<file path="config.mk">
export PLATFORM = sky130hd
export DESIGN_NAME = window_variance_stability_detector_core
export DESIGN_NICKNAME = d
export VERILOG_FILES = /design/src/rtl/wvsd_pkg.sv /design/src/rtl/wvsd_stats.sv /design/src/rtl/window_variance_stability_detector_core.sv
export SDC_FILE = /design/constraint.sdc
export NUM_CORES = 2
export LEC_CHECK = 0
export ABC_AREA = 1
export BUFFER_PORTS_ARGS = -buffer_cell sky130_fd_sc_hd__clkbuf_2
export CAP_MARGIN = 25
export CELL_PAD_IN_SITES_DETAIL_PLACEMENT = 0
export CELL_PAD_IN_SITES_GLOBAL_PLACEMENT = 2
export CORE_MARGIN = 2
export CORE_UTILIZATION = 46
export DETAILED_ROUTE_END_ITERATION = 8
export PLACE_DENSITY_LB_ADDON = 0.1
export SLEW_MARGIN = 25
export SYNTH_ARGS = -nofsm -noshare
export SYNTH_HDL_FRONTEND = slang
export SYNTH_HIERARCHICAL = 1
export SYNTH_SLANG_ARGS = --single-unit
export TNS_END_PERCENT = 5
</file>
<file path="constraint.sdc">
create_clock -name i_clk -period 15.85 [get_ports i_clk]
set_input_delay 2.3775 -clock i_clk [delete_from_list [all_inputs] [get_ports i_clk]]
set_output_delay 2.3775 -clock i_clk [all_outputs]
set_load 0.01 [all_outputs]
</file>
<file path="src/rtl/wvsd_pkg.sv">
// ----------------------------------------------------------------------------
// wvsd_pkg
// Shared widths, codes and interface types of the window variance
// stability detector.
// ----------------------------------------------------------------------------
package wvsd_pkg;

    localparam int WINDOW_SIZE_DEF = 12;

    localparam int MODE_W     = 2;
    localparam int TIME_W     = 32;
    localparam int SAMPLE_W   = 32;
    localparam int STATUS_W   = 3;
    localparam int MEAN_W     = 23;
    localparam int VAR_W      = 32;
    localparam int COUNT_W    = 8;
    localparam int TOL_W      = 16;
    localparam int CFG_IDX_W  = 2;
    localparam int CFG_DATA_W = 32;

    localparam logic [MODE_W-1:0] MODE_START  = 2'd0;
    localparam logic [MODE_W-1:0] MODE_SAMPLE = 2'd1;
    localparam logic [MODE_W-1:0] MODE_FAIL   = 2'd2;

    localparam logic [STATUS_W-1:0] ST_COLLECTING = 3'd0;
    localparam logic [STATUS_W-1:0] ST_STABLE     = 3'd1;
    localparam logic [STATUS_W-1:0] ST_UNSTABLE   = 3'd2;
    localparam logic [STATUS_W-1:0] ST_TIMEOUT    = 3'd3;
    localparam logic [STATUS_W-1:0] ST_ERROR      = 3'd4;
    localparam logic [STATUS_W-1:0] ST_IGNORED    = 3'd5;

    localparam logic [CFG_IDX_W-1:0] CFG_TIMEOUT   = 2'd0;
    localparam logic [CFG_IDX_W-1:0] CFG_TOLERANCE = 2'd1;

    localparam logic [TIME_W-1:0]  TIMEOUT_RST   = 32'd10000;
    localparam logic [TOL_W-1:0]   TOLERANCE_RST = 16'd1000;
    localparam logic [COUNT_W-1:0] COUNT_MAX     = 8'd255;

    // ns to us: floor(x / 1000) = (x * ceil(2^38 / 1000)) >> 38 for any 32-bit x
    localparam int          US_SHIFT = 38;
    localparam int          US_RECIP_W = 29;
    localparam logic [US_RECIP_W-1:0] US_RECIP = 29'd274877907;

    typedef struct packed {
        logic              clear;
        logic              push;
        logic              run;
        logic [MEAN_W-1:0] data;
    } t_stats_req;

    typedef struct packed {
        logic              done;
        logic [MEAN_W-1:0] mean;
        logic [VAR_W-1:0]  variance;
    } t_stats_rsp;

endpackage

</file>
<file path="src/rtl/wvsd_stats.sv">
// ----------------------------------------------------------------------------
// wvsd_stats
// Window ring memory with a mean pass and a variance pass over its entries.
// ----------------------------------------------------------------------------
module wvsd_stats #(
    parameter int WINDOW_SIZE = wvsd_pkg::WINDOW_SIZE_DEF
) (
    input  logic                i_clk,
    input  logic                i_rst_n,
    input  wvsd_pkg::t_stats_req i_req,
    output wvsd_pkg::t_stats_rsp o_rsp
);

    localparam int IDX_W  = (WINDOW_SIZE > 1) ? $clog2(WINDOW_SIZE) : 1;
    localparam int CNT_W  = $clog2(WINDOW_SIZE + 1);
    localparam int SUM_W  = wvsd_pkg::MEAN_W + IDX_W;
    localparam int SH1    = SUM_W + IDX_W;
    localparam int SH2    = wvsd_pkg::VAR_W + IDX_W;
    localparam int RCP1_W = SUM_W + 1;
    localparam int RCP2_W = wvsd_pkg::VAR_W + 1;
    localparam logic [RCP1_W-1:0] RECIP1 =
        RCP1_W'(((64'd1 << SH1) + 64'(WINDOW_SIZE) - 64'd1) / 64'(WINDOW_SIZE));
    localparam logic [RCP2_W-1:0] RECIP2 =
        RCP2_W'(((64'd1 << SH2) + 64'(WINDOW_SIZE) - 64'd1) / 64'(WINDOW_SIZE));

    typedef enum logic [2:0] {
        SS_IDLE,
        SS_SUM,
        SS_MEAN,
        SS_VAR,
        SS_VDIV
    } t_state;

    t_state                       r_state;
    logic [wvsd_pkg::MEAN_W-1:0]  r_mem [WINDOW_SIZE];
    logic [wvsd_pkg::MEAN_W-1:0]  r_rdata;
    logic [IDX_W-1:0]             r_widx;
    logic [CNT_W-1:0]             r_cnt;
    logic                         r_rd_vld;
    logic                         r_sq_vld;
    logic [SUM_W-1:0]             r_sum;
    logic [wvsd_pkg::MEAN_W-1:0]  r_mean;
    logic [wvsd_pkg::VAR_W-1:0]   r_sq;
    logic [wvsd_pkg::VAR_W-1:0]   r_vacc;
    logic [wvsd_pkg::VAR_W-1:0]   r_var;
    logic                         r_done;

    logic                         w_rd_en;
    logic [IDX_W-1:0]             n_widx;
    logic [wvsd_pkg::VAR_W-1:0]   w_diff;
    logic [wvsd_pkg::VAR_W-1:0]   w_sq;
    logic [SH1+wvsd_pkg::MEAN_W-1:0] w_mprod;
    logic [SH2+wvsd_pkg::VAR_W-1:0]  w_vprod;

    assign w_rd_en = ((r_state == SS_SUM) || (r_state == SS_VAR))
                     && (r_cnt < CNT_W'(WINDOW_SIZE));
    assign n_widx  = (r_widx == IDX_W'(WINDOW_SIZE - 1)) ? '0 : r_widx + 1'b1;
    assign w_diff  = wvsd_pkg::VAR_W'(r_rdata) - wvsd_pkg::VAR_W'(r_mean);
    assign w_sq    = w_diff * w_diff;
    assign w_mprod = r_sum * RECIP1;
    assign w_vprod = r_vacc * RECIP2;

    always_ff @(posedge i_clk) begin
        if (i_req.push) begin
            r_mem[r_widx] <= i_req.data;
        end
        if (w_rd_en) begin
            r_rdata <= r_mem[r_cnt[IDX_W-1:0]];
        end
    end

    always_ff @(posedge i_clk) begin
        if (!i_rst_n) begin
            r_state  <= SS_IDLE;
            r_widx   <= '0;
            r_cnt    <= '0;
            r_rd_vld <= 1'b0;
            r_sq_vld <= 1'b0;
            r_done   <= 1'b0;
        end else begin
            r_done   <= (r_state == SS_VDIV);
            r_rd_vld <= w_rd_en;
            r_sq_vld <= (r_state == SS_VAR) && r_rd_vld;
            if (i_req.clear) begin
                r_widx <= '0;
            end else if (i_req.push) begin
                r_widx <= n_widx;
            end
            case (r_state)
                SS_IDLE: begin
                    if (i_req.run) begin
                        r_cnt   <= '0;
                        r_sum   <= '0;
                        r_state <= SS_SUM;
                    end
                end
                SS_SUM: begin
                    if (w_rd_en) begin
                        r_cnt <= r_cnt + 1'b1;
                    end
                    if (r_rd_vld) begin
                        r_sum <= r_sum + SUM_W'(r_rdata);
                    end
                    if (!w_rd_en && !r_rd_vld) begin
                        r_state <= SS_MEAN;
                    end
                end
                SS_MEAN: begin
                    r_mean  <= w_mprod[SH1 +: wvsd_pkg::MEAN_W];
                    r_cnt   <= '0;
                    r_vacc  <= '0;
                    r_state <= SS_VAR;
                end
                SS_VAR: begin
                    if (w_rd_en) begin
                        r_cnt <= r_cnt + 1'b1;
                    end
                    if (r_rd_vld) begin
                        r_sq <= w_sq;
                    end
                    if (r_sq_vld) begin
                        r_vacc <= r_vacc + r_sq;
                    end
                    if (!w_rd_en && !r_rd_vld && !r_sq_vld) begin
                        r_state <= SS_VDIV;
                    end
                end
                SS_VDIV: begin
                    r_var   <= w_vprod[SH2 +: wvsd_pkg::VAR_W];
                    r_state <= SS_IDLE;
                end
                default: begin
                    r_state <= SS_IDLE;
                end
            endcase
        end
    end

    assign o_rsp.done     = r_done;
    assign o_rsp.mean     = r_mean;
    assign o_rsp.variance = r_var;

    a_cnt_bound: assert property (@(posedge i_clk) disable iff (!i_rst_n)
        r_cnt <= CNT_W'(WINDOW_SIZE))
        else $error("read counter beyond window");

    a_run_idle: assert property (@(posedge i_clk) disable iff (!i_rst_n)
        i_req.run |-> r_state == SS_IDLE)
        else $error("pass started while busy");

    a_push_idle: assert property (@(posedge i_clk) disable iff (!i_rst_n)
        i_req.push |-> r_state == SS_IDLE)
        else $error("ring written during a pass");

    a_sq_in_var: assert property (@(posedge i_clk) disable iff (!i_rst_n)
        r_sq_vld |-> r_state == SS_VAR)
        else $error("square stage valid outside variance pass");

endmodule

</file>
<file path="src/rtl/window_variance_stability_detector_core.sv">
// ----------------------------------------------------------------------------
// window_variance_stability_detector_core
// Qualifies conductivity readings as stable from the variance of a sliding
// window of the latest samples, with a run timeout and failure handling.
//
//   channel  direction  handshake                   payload
//   in       sink       i_in_valid / o_in_stall     i_mode, i_now_ms, i_sample_ns
//   out      source     o_out_valid / i_out_stall   o_status, o_mean_us,
//                                                   o_variance_out, o_samples_seen
//   cfg      sink       i_cfg_valid / o_cfg_ready   i_cfg_index, i_cfg_data
//
// start, ignored, timeout and failure items go from idle straight to the done
// state; a sample item passes through conversion and the ring write, and once
// the window is full also through a mean pass and a variance pass over the
// single read port of the ring memory. reset sets the config defaults and
// clears the run, the count and the output valid flag; ring entries are not
// cleared and are only read after being written in the current run.
// a waiting result sits in the output register while the next item is taken.
// ----------------------------------------------------------------------------
module window_variance_stability_detector_core #(
    parameter int WINDOW_SIZE = wvsd_pkg::WINDOW_SIZE_DEF
) (
    input  logic                              i_clk,
    input  logic                              i_rst_n,

    input  logic                              i_in_valid,
    output logic                              o_in_stall,
    input  logic [wvsd_pkg::MODE_W-1:0]       i_mode,
    input  logic [wvsd_pkg::TIME_W-1:0]       i_now_ms,
    input  logic [wvsd_pkg::SAMPLE_W-1:0]     i_sample_ns,

    output logic                              o_out_valid,
    input  logic                              i_out_stall,
    output logic [wvsd_pkg::STATUS_W-1:0]     o_status,
    output logic [wvsd_pkg::MEAN_W-1:0]       o_mean_us,
    output logic [wvsd_pkg::VAR_W-1:0]        o_variance_out,
    output logic [wvsd_pkg::COUNT_W-1:0]      o_samples_seen,

    input  logic                              i_cfg_valid,
    output logic                              o_cfg_ready,
    input  logic [wvsd_pkg::CFG_IDX_W-1:0]    i_cfg_index,
    input  logic [wvsd_pkg::CFG_DATA_W-1:0]   i_cfg_data
);

    typedef enum logic [2:0] {
        S_IDLE,
        S_CONV,
        S_WRITE,
        S_STATS,
        S_DONE
    } t_state;

    t_state                            r_state;
    logic [wvsd_pkg::TIME_W-1:0]       r_timeout;
    logic [wvsd_pkg::TOL_W-1:0]        r_tol;
    logic [2*wvsd_pkg::TOL_W-1:0]      r_tol2;
    logic [wvsd_pkg::TIME_W-1:0]       r_start_time;
    logic [wvsd_pkg::COUNT_W-1:0]      r_total;
    logic                              r_active;
    logic [wvsd_pkg::SAMPLE_W-1:0]     r_sample;
    logic [wvsd_pkg::MEAN_W-1:0]       r_quot;
    logic [wvsd_pkg::STATUS_W-1:0]     r_res_status;
    logic [wvsd_pkg::MEAN_W-1:0]       r_res_mean;
    logic [wvsd_pkg::VAR_W-1:0]        r_res_var;
    logic                              r_out_valid;
    logic [wvsd_pkg::STATUS_W-1:0]     r_out_status;
    logic [wvsd_pkg::MEAN_W-1:0]       r_out_mean;
    logic [wvsd_pkg::VAR_W-1:0]        r_out_var;
    logic [wvsd_pkg::COUNT_W-1:0]      r_out_samples;

    logic                              w_in_take;
    logic                              w_out_take;
    logic                              w_expired;
    logic [wvsd_pkg::COUNT_W-1:0]      n_total;
    logic                              w_full;
    logic [wvsd_pkg::SAMPLE_W+wvsd_pkg::US_RECIP_W-1:0] w_uprod;
    wvsd_pkg::t_stats_req              w_req;
    wvsd_pkg::t_stats_rsp              w_rsp;

    assign o_in_stall  = (r_state != S_IDLE);
    assign o_cfg_ready = 1'b1;
    assign w_in_take   = i_in_valid && !o_in_stall;
    assign w_out_take  = r_out_valid && !i_out_stall;
    assign w_expired   = (i_now_ms - r_start_time) > r_timeout;
    assign n_total     = (r_total == wvsd_pkg::COUNT_MAX) ? r_total : r_total + 1'b1;
    assign w_full      = n_total >= wvsd_pkg::COUNT_W'(WINDOW_SIZE);
    assign w_uprod     = r_sample * wvsd_pkg::US_RECIP;

    assign w_req.clear = w_in_take && (i_mode == wvsd_pkg::MODE_START);
    assign w_req.push  = (r_state == S_WRITE);
    assign w_req.run   = (r_state == S_WRITE) && w_full;
    assign w_req.data  = r_quot;

    wvsd_stats #(
        .WINDOW_SIZE(WINDOW_SIZE)
    ) u_stats (
        .i_clk   (i_clk),
        .i_rst_n (i_rst_n),
        .i_req   (w_req),
        .o_rsp   (w_rsp)
    );

    always_ff @(posedge i_clk) begin
        r_tol2 <= r_tol * r_tol;
    end

    always_ff @(posedge i_clk) begin
        if (!i_rst_n) begin
            r_state      <= S_IDLE;
            r_timeout    <= wvsd_pkg::TIMEOUT_RST;
            r_tol        <= wvsd_pkg::TOLERANCE_RST;
            r_start_time <= '0;
            r_total      <= '0;
            r_active     <= 1'b0;
            r_out_valid  <= 1'b0;
        end else begin
            if (i_cfg_valid) begin
                case (i_cfg_index)
                    wvsd_pkg::CFG_TIMEOUT:   r_timeout <= i_cfg_data;
                    wvsd_pkg::CFG_TOLERANCE: r_tol <= i_cfg_data[wvsd_pkg::TOL_W-1:0];
                    default: ;
                endcase
            end
            if (r_state == S_DONE && (!r_out_valid || !i_out_stall)) begin
                r_out_valid <= 1'b1;
            end else if (w_out_take) begin
                r_out_valid <= 1'b0;
            end
            case (r_state)
                S_IDLE: begin
                    if (w_in_take) begin
                        r_res_mean <= '0;
                        r_res_var  <= '0;
                        r_state    <= S_DONE;
                        case (i_mode)
                            wvsd_pkg::MODE_START: begin
                                r_start_time <= i_now_ms;
                                r_total      <= '0;
                                r_active     <= 1'b1;
                                r_res_status <= wvsd_pkg::ST_COLLECTING;
                            end
                            wvsd_pkg::MODE_SAMPLE, wvsd_pkg::MODE_FAIL: begin
                                if (!r_active) begin
                                    r_res_status <= wvsd_pkg::ST_IGNORED;
                                end else if (w_expired) begin
                                    r_active     <= 1'b0;
                                    r_res_status <= wvsd_pkg::ST_TIMEOUT;
                                end else if (i_mode == wvsd_pkg::MODE_FAIL) begin
                                    r_active     <= 1'b0;
                                    r_res_status <= wvsd_pkg::ST_ERROR;
                                end else begin
                                    r_sample <= i_sample_ns;
                                    r_state  <= S_CONV;
                                end
                            end
                            default: begin
                                r_res_status <= wvsd_pkg::ST_IGNORED;
                            end
                        endcase
                    end
                end
                S_CONV: begin
                    r_quot  <= w_uprod[wvsd_pkg::US_SHIFT +: wvsd_pkg::MEAN_W];
                    r_state <= S_WRITE;
                end
                S_WRITE: begin
                    r_total <= n_total;
                    if (w_full) begin
                        r_state <= S_STATS;
                    end else begin
                        r_res_status <= wvsd_pkg::ST_COLLECTING;
                        r_state      <= S_DONE;
                    end
                end
                S_STATS: begin
                    if (w_rsp.done) begin
                        r_res_mean <= w_rsp.mean;
                        r_res_var  <= w_rsp.variance;
                        if (w_rsp.variance < r_tol2) begin
                            r_active     <= 1'b0;
                            r_res_status <= wvsd_pkg::ST_STABLE;
                        end else begin
                            r_res_status <= wvsd_pkg::ST_UNSTABLE;
                        end
                        r_state <= S_DONE;
                    end
                end
                S_DONE: begin
                    if (!r_out_valid || !i_out_stall) begin
                        r_out_status  <= r_res_status;
                        r_out_mean    <= r_res_mean;
                        r_out_var     <= r_res_var;
                        r_out_samples <= r_total;
                        r_state       <= S_IDLE;
                    end
                end
                default: begin
                    r_state <= S_IDLE;
                end
            endcase
        end
    end

    assign o_out_valid    = r_out_valid;
    assign o_status       = r_out_status;
    assign o_mean_us      = r_out_mean;
    assign o_variance_out = r_out_var;
    assign o_samples_seen = r_out_samples;

    a_done_in_stats: assert property (@(posedge i_clk) disable iff (!i_rst_n)
        w_rsp.done |-> r_state == S_STATS)
        else $error("statistics result outside wait state");

    a_stable_ends_run: assert property (@(posedge i_clk) disable iff (!i_rst_n)
        (r_state == S_DONE && r_res_status == wvsd_pkg::ST_STABLE) |-> !r_active)
        else $error("run still active after stable result");

    a_zero_fields: assert property (@(posedge i_clk) disable iff (!i_rst_n)
        (o_out_valid && o_status != wvsd_pkg::ST_STABLE
         && o_status != wvsd_pkg::ST_UNSTABLE)
        |-> (o_mean_us == '0 && o_variance_out == '0))
        else $error("statistics fields set without a full window");

    a_full_window: assert property (@(posedge i_clk) disable iff (!i_rst_n)
        (o_out_valid && (o_status == wvsd_pkg::ST_STABLE
         || o_status == wvsd_pkg::ST_UNSTABLE))
        |-> o_samples_seen >= wvsd_pkg::COUNT_W'(WINDOW_SIZE))
        else $error("window result before window filled");

endmodule
</file>
======== Word-level counts from Yosys, hierarchy flattened ========
Memory sizes are Yosys's and may differ from the RTL's. A register that Yosys moved wholly into a read port is not among the register bits.
Cells that the tools add are included.
cells by class
  bitwise logic cells ..................... 3
  multipliers ............................. 5
  mux-type cells .......................... 53
  add/subtract/negate cells ............... 7
  reduce and logical (&&, ||, !) cells .... 50
  equality and inequality tests ........... 27
  magnitude comparators ................... 4
operators with widths
  cell                      count
  $pmux W32 S2              2
  $mux W32                  3
  $mul A32 B32 Y64 const B  1
  $mul A32 B29 Y61 const B  1
  $mul A27 B28 Y54 const B  1
  $mux W27                  2
  $pmux W27 S2              1
  $mux W3                   17
  $mux W23                  2
  $pmux W23 S2              1
  $add A32 B32 Y32          1
  $gt A32 B32 Y1            1
  $lt A29 B32 Y1            1
  $mul A16 B16 Y32          1
  $mul A32 B32 Y32          1
  $sub A32 B32 Y32          1
  $add A27 B23 Y27          1
  $mux W8                   3
  $reduce_and A3 Y1         8
  $sub A23 B23 Y24          1
  $pmux W8 S2               1
  $pmux W3 S5               1
  $eq A3 B2 Y1 const B      4
  $mux W4                   3
  other kinds (35)          90
word-level totals
  bits of input ports ..................... 105
  memories kept ........................... 1
  register bits ........................... 461
  RAM bits ................................ 276
memories
  name           words  width  read ports  clocked after memory_dff  write ports  RTL line          source
  u_stats.r_mem  12     23     1           1                         1            wvsd_stats.sv:35  logic [wvsd_pkg::MEAN_W-1:0] r_mem [WINDOW_SIZE];

======== Longest topological paths before layout ========
  depth after elaboration ................. 8
  gate-level depth with buffers ........... 42
  depth with buffers taken out ............ 42

======== By module ========
Netlist, hierarchy kept.
by module, submodules not included
  module                                   cells an instance  area an instance (um^2)  sequential area each (um^2)  instances
  wvsd_stats                               6096               58833.9                  13523.0                      1
  window_variance_stability_detector_core  3896               35718.0                  7857.5                       1

======== Least setup slack after synthesis ========
No wires, ideal clock.
  path type ............................... reg2reg
  from .................................... register u_stats/r_mean[0] (netlist bit)
  to ...................................... register u_stats/r_sq[29] (netlist bit) (data pin)
  cell stages (with the launch flop) ...... 35
  setup slack ............................. 8.001 ns
  data required time ...................... 15.586 ns
  data arrival time ....................... 7.585 ns
  path through ............................ edfxtp_1 > ha_1 > fa_1 > inv_1 > nand2_1 > nand3_1 > nand2_1 > nand2_1 > nand2_1 > nand2_1 > clkbuf_1 > clkinv_1 > nor2_1 > inv_1 > fa_1 > fa_1 > inv_1 > fa_1 > inv_1 > fa_1 > inv_1 > fa_1 > fa_1 > inv_1 > fa_1 > inv_1 > ha_1 > nand2_1 > nor4_1 > a21oi_1 > o21ai_1 > a21oi_1 > o21ai_1 > a31oi_1 > xor2_1
on the way
  longest elaborated chain between the ends .. 2
RTL lines
  what                             RTL line           source
  start, declared                  wvsd_stats.sv:42   logic [wvsd_pkg::MEAN_W-1:0] r_mean;
  start signal, assigned           wvsd_stats.sv:109  r_mean <= w_mprod[SH1 +: wvsd_pkg::MEAN_W];
  $sub A23 B23 Y24                 wvsd_stats.sv:58   assign w_diff = wvsd_pkg::VAR_W'(r_rdata) - wvsd_pkg::VAR_W'(r_mean);
  $mul A32 B32 Y32                 wvsd_stats.sv:59   assign w_sq = w_diff * w_diff;
  named net u_stats.w_sq, one bit  wvsd_stats.sv:51   logic [wvsd_pkg::VAR_W-1:0] w_sq;
  end signal, assigned             wvsd_stats.sv:119  r_sq <= w_sq;
  end, declared                    wvsd_stats.sv:43   logic [wvsd_pkg::VAR_W-1:0] r_sq;
The timed path passes the listed nets, and every way through them passes these cells.
A chain may end at the register's enable or synchronous reset.

======== Final worst setup path ========
Ends and elaborated chain as after synthesis.

==> run summary <==
Fin nets -> 13.0k
DR iter-0 viols -> 3,806
Final worst-path cycle share -> 0.578
Ys Warns -> 6
Syn Inst Count -> 9,992
Num CTS Buffers -> 91
Max Cap Violations -> 0
Final setup viols -> 0
First-pass GRT wire length -> 413,000 um
Clock Tree Buf Depth -> 3
GPL Wtd Cong -> 0.917
Clk root buf -> clkbuf_16
Post-synthesis simple-gate area fraction -> 0.0902
Most frequent cells in the layout -> 2,700 x inv_1, 1,394 x fa_1, 1,318 x ha_1, 1,020 x nand2_1, 749 x nor2_1
Worst rel slew slack -> 0.314
Worst skew pair latency -> 0.75 ns
Post-CTS Hold Fix Bufs -> 0
Gr usage total -> 0.257
Met3 Use GR -> 0.0233
Critical path data arrival time -> 9.62 ns
Area Growth Syn to Fin -> 7.60%
Worst Path Required -> 16.30 ns
Die ar. -> 0.209 sq mm
Post-synth EDFFs -> 620
IO Pins -> 174
Fin. Hold Viols -> 0
Largest family of logic cells by synthesized area -> adder cells
Vias in the first global route -> 70.6k
CP max stage cell -> nand2_1
Largest net degree at the start of global routing -> 91
Worst setup path startpoint -> u_stats/r_mean[0]$_DFFE_PP_
Seq/Total Area, Yosys -> 0.226
Worst r2r src -> u_stats/r_mean[0]$_DFFE_PP_
Via/cell ratio -> 5.09
CTS tree -> done
Min-delay src -> r_res_var[5]$_SDFFCE_PN0P_
Starting Density -> 0.463
Synth Area in Compound Gates -> 0.0801
Worst-path maximum fanout -> 12
Core Util, Final -> 0.498
Grt total ovfl -> 0
Post-synthesis mux area share -> 0
Final Slew Violations -> 0
Gr busiest metal -> met2
Status -> completed
Met2 GRT Util -> 0.452
Most frequent CP cell -> fa_1
Clk sinks -> 758
CP max stage delay -> 0.57 ns
IO Port Bufs -> 172
Final Power -> 6.70 mW
Async S/R FF share, synth -> 0
Core ar. -> 0.204 sq mm
Top FF cell, synth -> edfxtp_1
Clock skew -> 0.0539 ns
# rows -> 166
HPWL after DPL -> 219,000 um
Ratio of total power to cell area -> 65.9 mW/mm^2
Fin worst setup slack -> 6.69 ns
Seq cells post-synth -> 758
Via Count -> 65.7k
CTS clock-pin slew for the worst setup and hold paths -> 0.06 ns
Initial antenna violation count -> 7
Startpoint types -> flop
H-tree depth -> 3
RSZ-0062 raised after global routing -> no
Synthesized area -> 0.0946 sq mm
Synth Area in Adders -> 0.470
Chip width -> 457 um
First-pass DRT Iterations -> 5
Slew @ Worst Pin -> 1.03 ns
Pre-CTS WS -> 6.69 ns
F_max -> 0.109 GHz
LEAKAGE -> 51.2 nW
Tmin final -> 9.16 ns
Maximum vdd drop -> 0.108 mV
DRT antenna net count -> 0
Setup TNS -> 0 ns
Post-Synth XOR/XNOR Area -> 0.0190
Post_cts resized -> 0
Count of cell types in the netlist -> 72
WL/cell -> 20.3 um
Met1 global-route usage -> 0.341
DRC errors left -> 0
Most common cell after layout, fill and taps aside -> inv_1
Worst Setup End Kind -> flop
Setup Buffers After CTS -> 0
Die Y -> 457 um
Total wire length -> 262,000 um
Layout cells sized above 1 -> 0.0470
Mean Syn Cell Area -> 9.46 sq um
CP Class -> reg2reg
Worst hold path type -> reg2reg
-- kinds of logic (layout without fill, tap and decap cells) --
| family | count (synthesis) | count (layout) |
|---|---|---|
| other | 2 | 5 |
| AOI/OAI and AO/OA | 1349 | 1349 |
| buffers and inverters | 2878 | 3108 |
| adders and majority gates | 2712 | 2712 |
| xor gates and xnor gates | 203 | 203 |
| and+or+nand+nor | 2090 | 2090 |
| DFF | 758 | 758 |
-- final cells by class --
cell class / count / area, sq um
tap: 2688 / 3360
sequential: 758 / 21400
clock inverter: 69 / 767
inverter: 2718 / 10200
timing repair buffer: 221 / 1260
multi-input combinational: 6358 / 62400
antenna: 1 / 2.50
clock buffer: 100 / 2330
fill: 19334 / 103000
-- registers in the layout, indices dropped and copies added (netlist names), 4 cells and up --
signal,flops
r_timeout,32
u_stats/r_vacc,32
r_total,8
u_stats/r_rdata,23
u_stats/r_widx,4
u_stats/r_sq,31
u_stats/r_cnt,4
r_tol,16
r_res_var,32
o_mean_us,23
u_stats/r_mean,23
u_stats/r_sum,27
r_quot,23
r_sample,32
o_variance_out,32
u_stats/r_mem,276
u_stats/r_var,29
r_tol2,31
r_start_time,32
r_res_mean,23
o_samples_seen,8
-- layer usage --
metal	vias up	part of all wire
met5	-	0.000050
met4	2	0.027
met3	280	0.034
li1	31570	-
met1	32673	0.44
met2	1160	0.50
-- through the flow --
step	std cells	hold WS (ns)	cell area, sq um
3_5_place_dp	12742	0.405	98600
4_1_cts	12911	0.419	102000
3_3_place_gp	12741	0.402	98600
2_1_floorplan	9994	0.329	94600
5_1_grt	12913	0.422	102000
6_report	12913	0.418	102000
-- synthesized netlist by cell type, types with 21 or more instances --
cell type / count / share of area
o21a_1: 49 / 0.0039
nor3_1: 44 / 0.0023
clkbuf_1: 137 / 0.0054
nand4_1: 49 / 0.0032
nor2_1: 768 / 0.030
o21bai_1: 33 / 0.0026
fa_1: 1394 / 0.30
nand2_1: 1020 / 0.040
o211ai_1: 26 / 0.0021
inv_1: 2701 / 0.11
ha_1: 1318 / 0.17
dfxtp_1: 138 / 0.029
a21o_1: 34 / 0.0027
xnor2_1: 64 / 0.0059
o22ai_1: 34 / 0.0022
a21oi_1: 543 / 0.029
a31oi_1: 58 / 0.0038
nand3_1: 119 / 0.0063
edfxtp_1: 620 / 0.20
o21ai_1: 50 / 0.0026
o21ai_0: 419 / 0.022
xor2_1: 137 / 0.013
nor4_1: 21 / 0.0014
-- final timing paths --
kind	slack, ns	cells after the start	endpoint
setup / recovery	6.69	31	u_stats/r_sq[29]$_DFFE_PP_
hold reg to reg	0.42	0	o_variance_out[5]$_DFFE_PP_
setup reg to reg	6.69	31	u_stats/r_sq[29]$_DFFE_PP_
hold / removal	0.42	0	o_variance_out[5]$_DFFE_PP_
-- power by group --
group          internal, mW  switching, mW
clock network          1.24          0.926
registers              2.22         0.0345
logic                 0.843           1.43
-- critical path, delay by kind of cell, from the launching register on --
kind | cells | cell delay (ns)
AND/OR/NAND/NOR | 7 | 1.61
AO/OA/AOI/OAI | 6 | 1.45
adder cells (fa/ha/maj) | 10 | 4.49
flip-flops | 1 | 0.39
XOR/XNOR | 1 | 0.15
buffers and inverters | 7 | 0.82
Note: power is estimated with default switching activity, not from simulation.
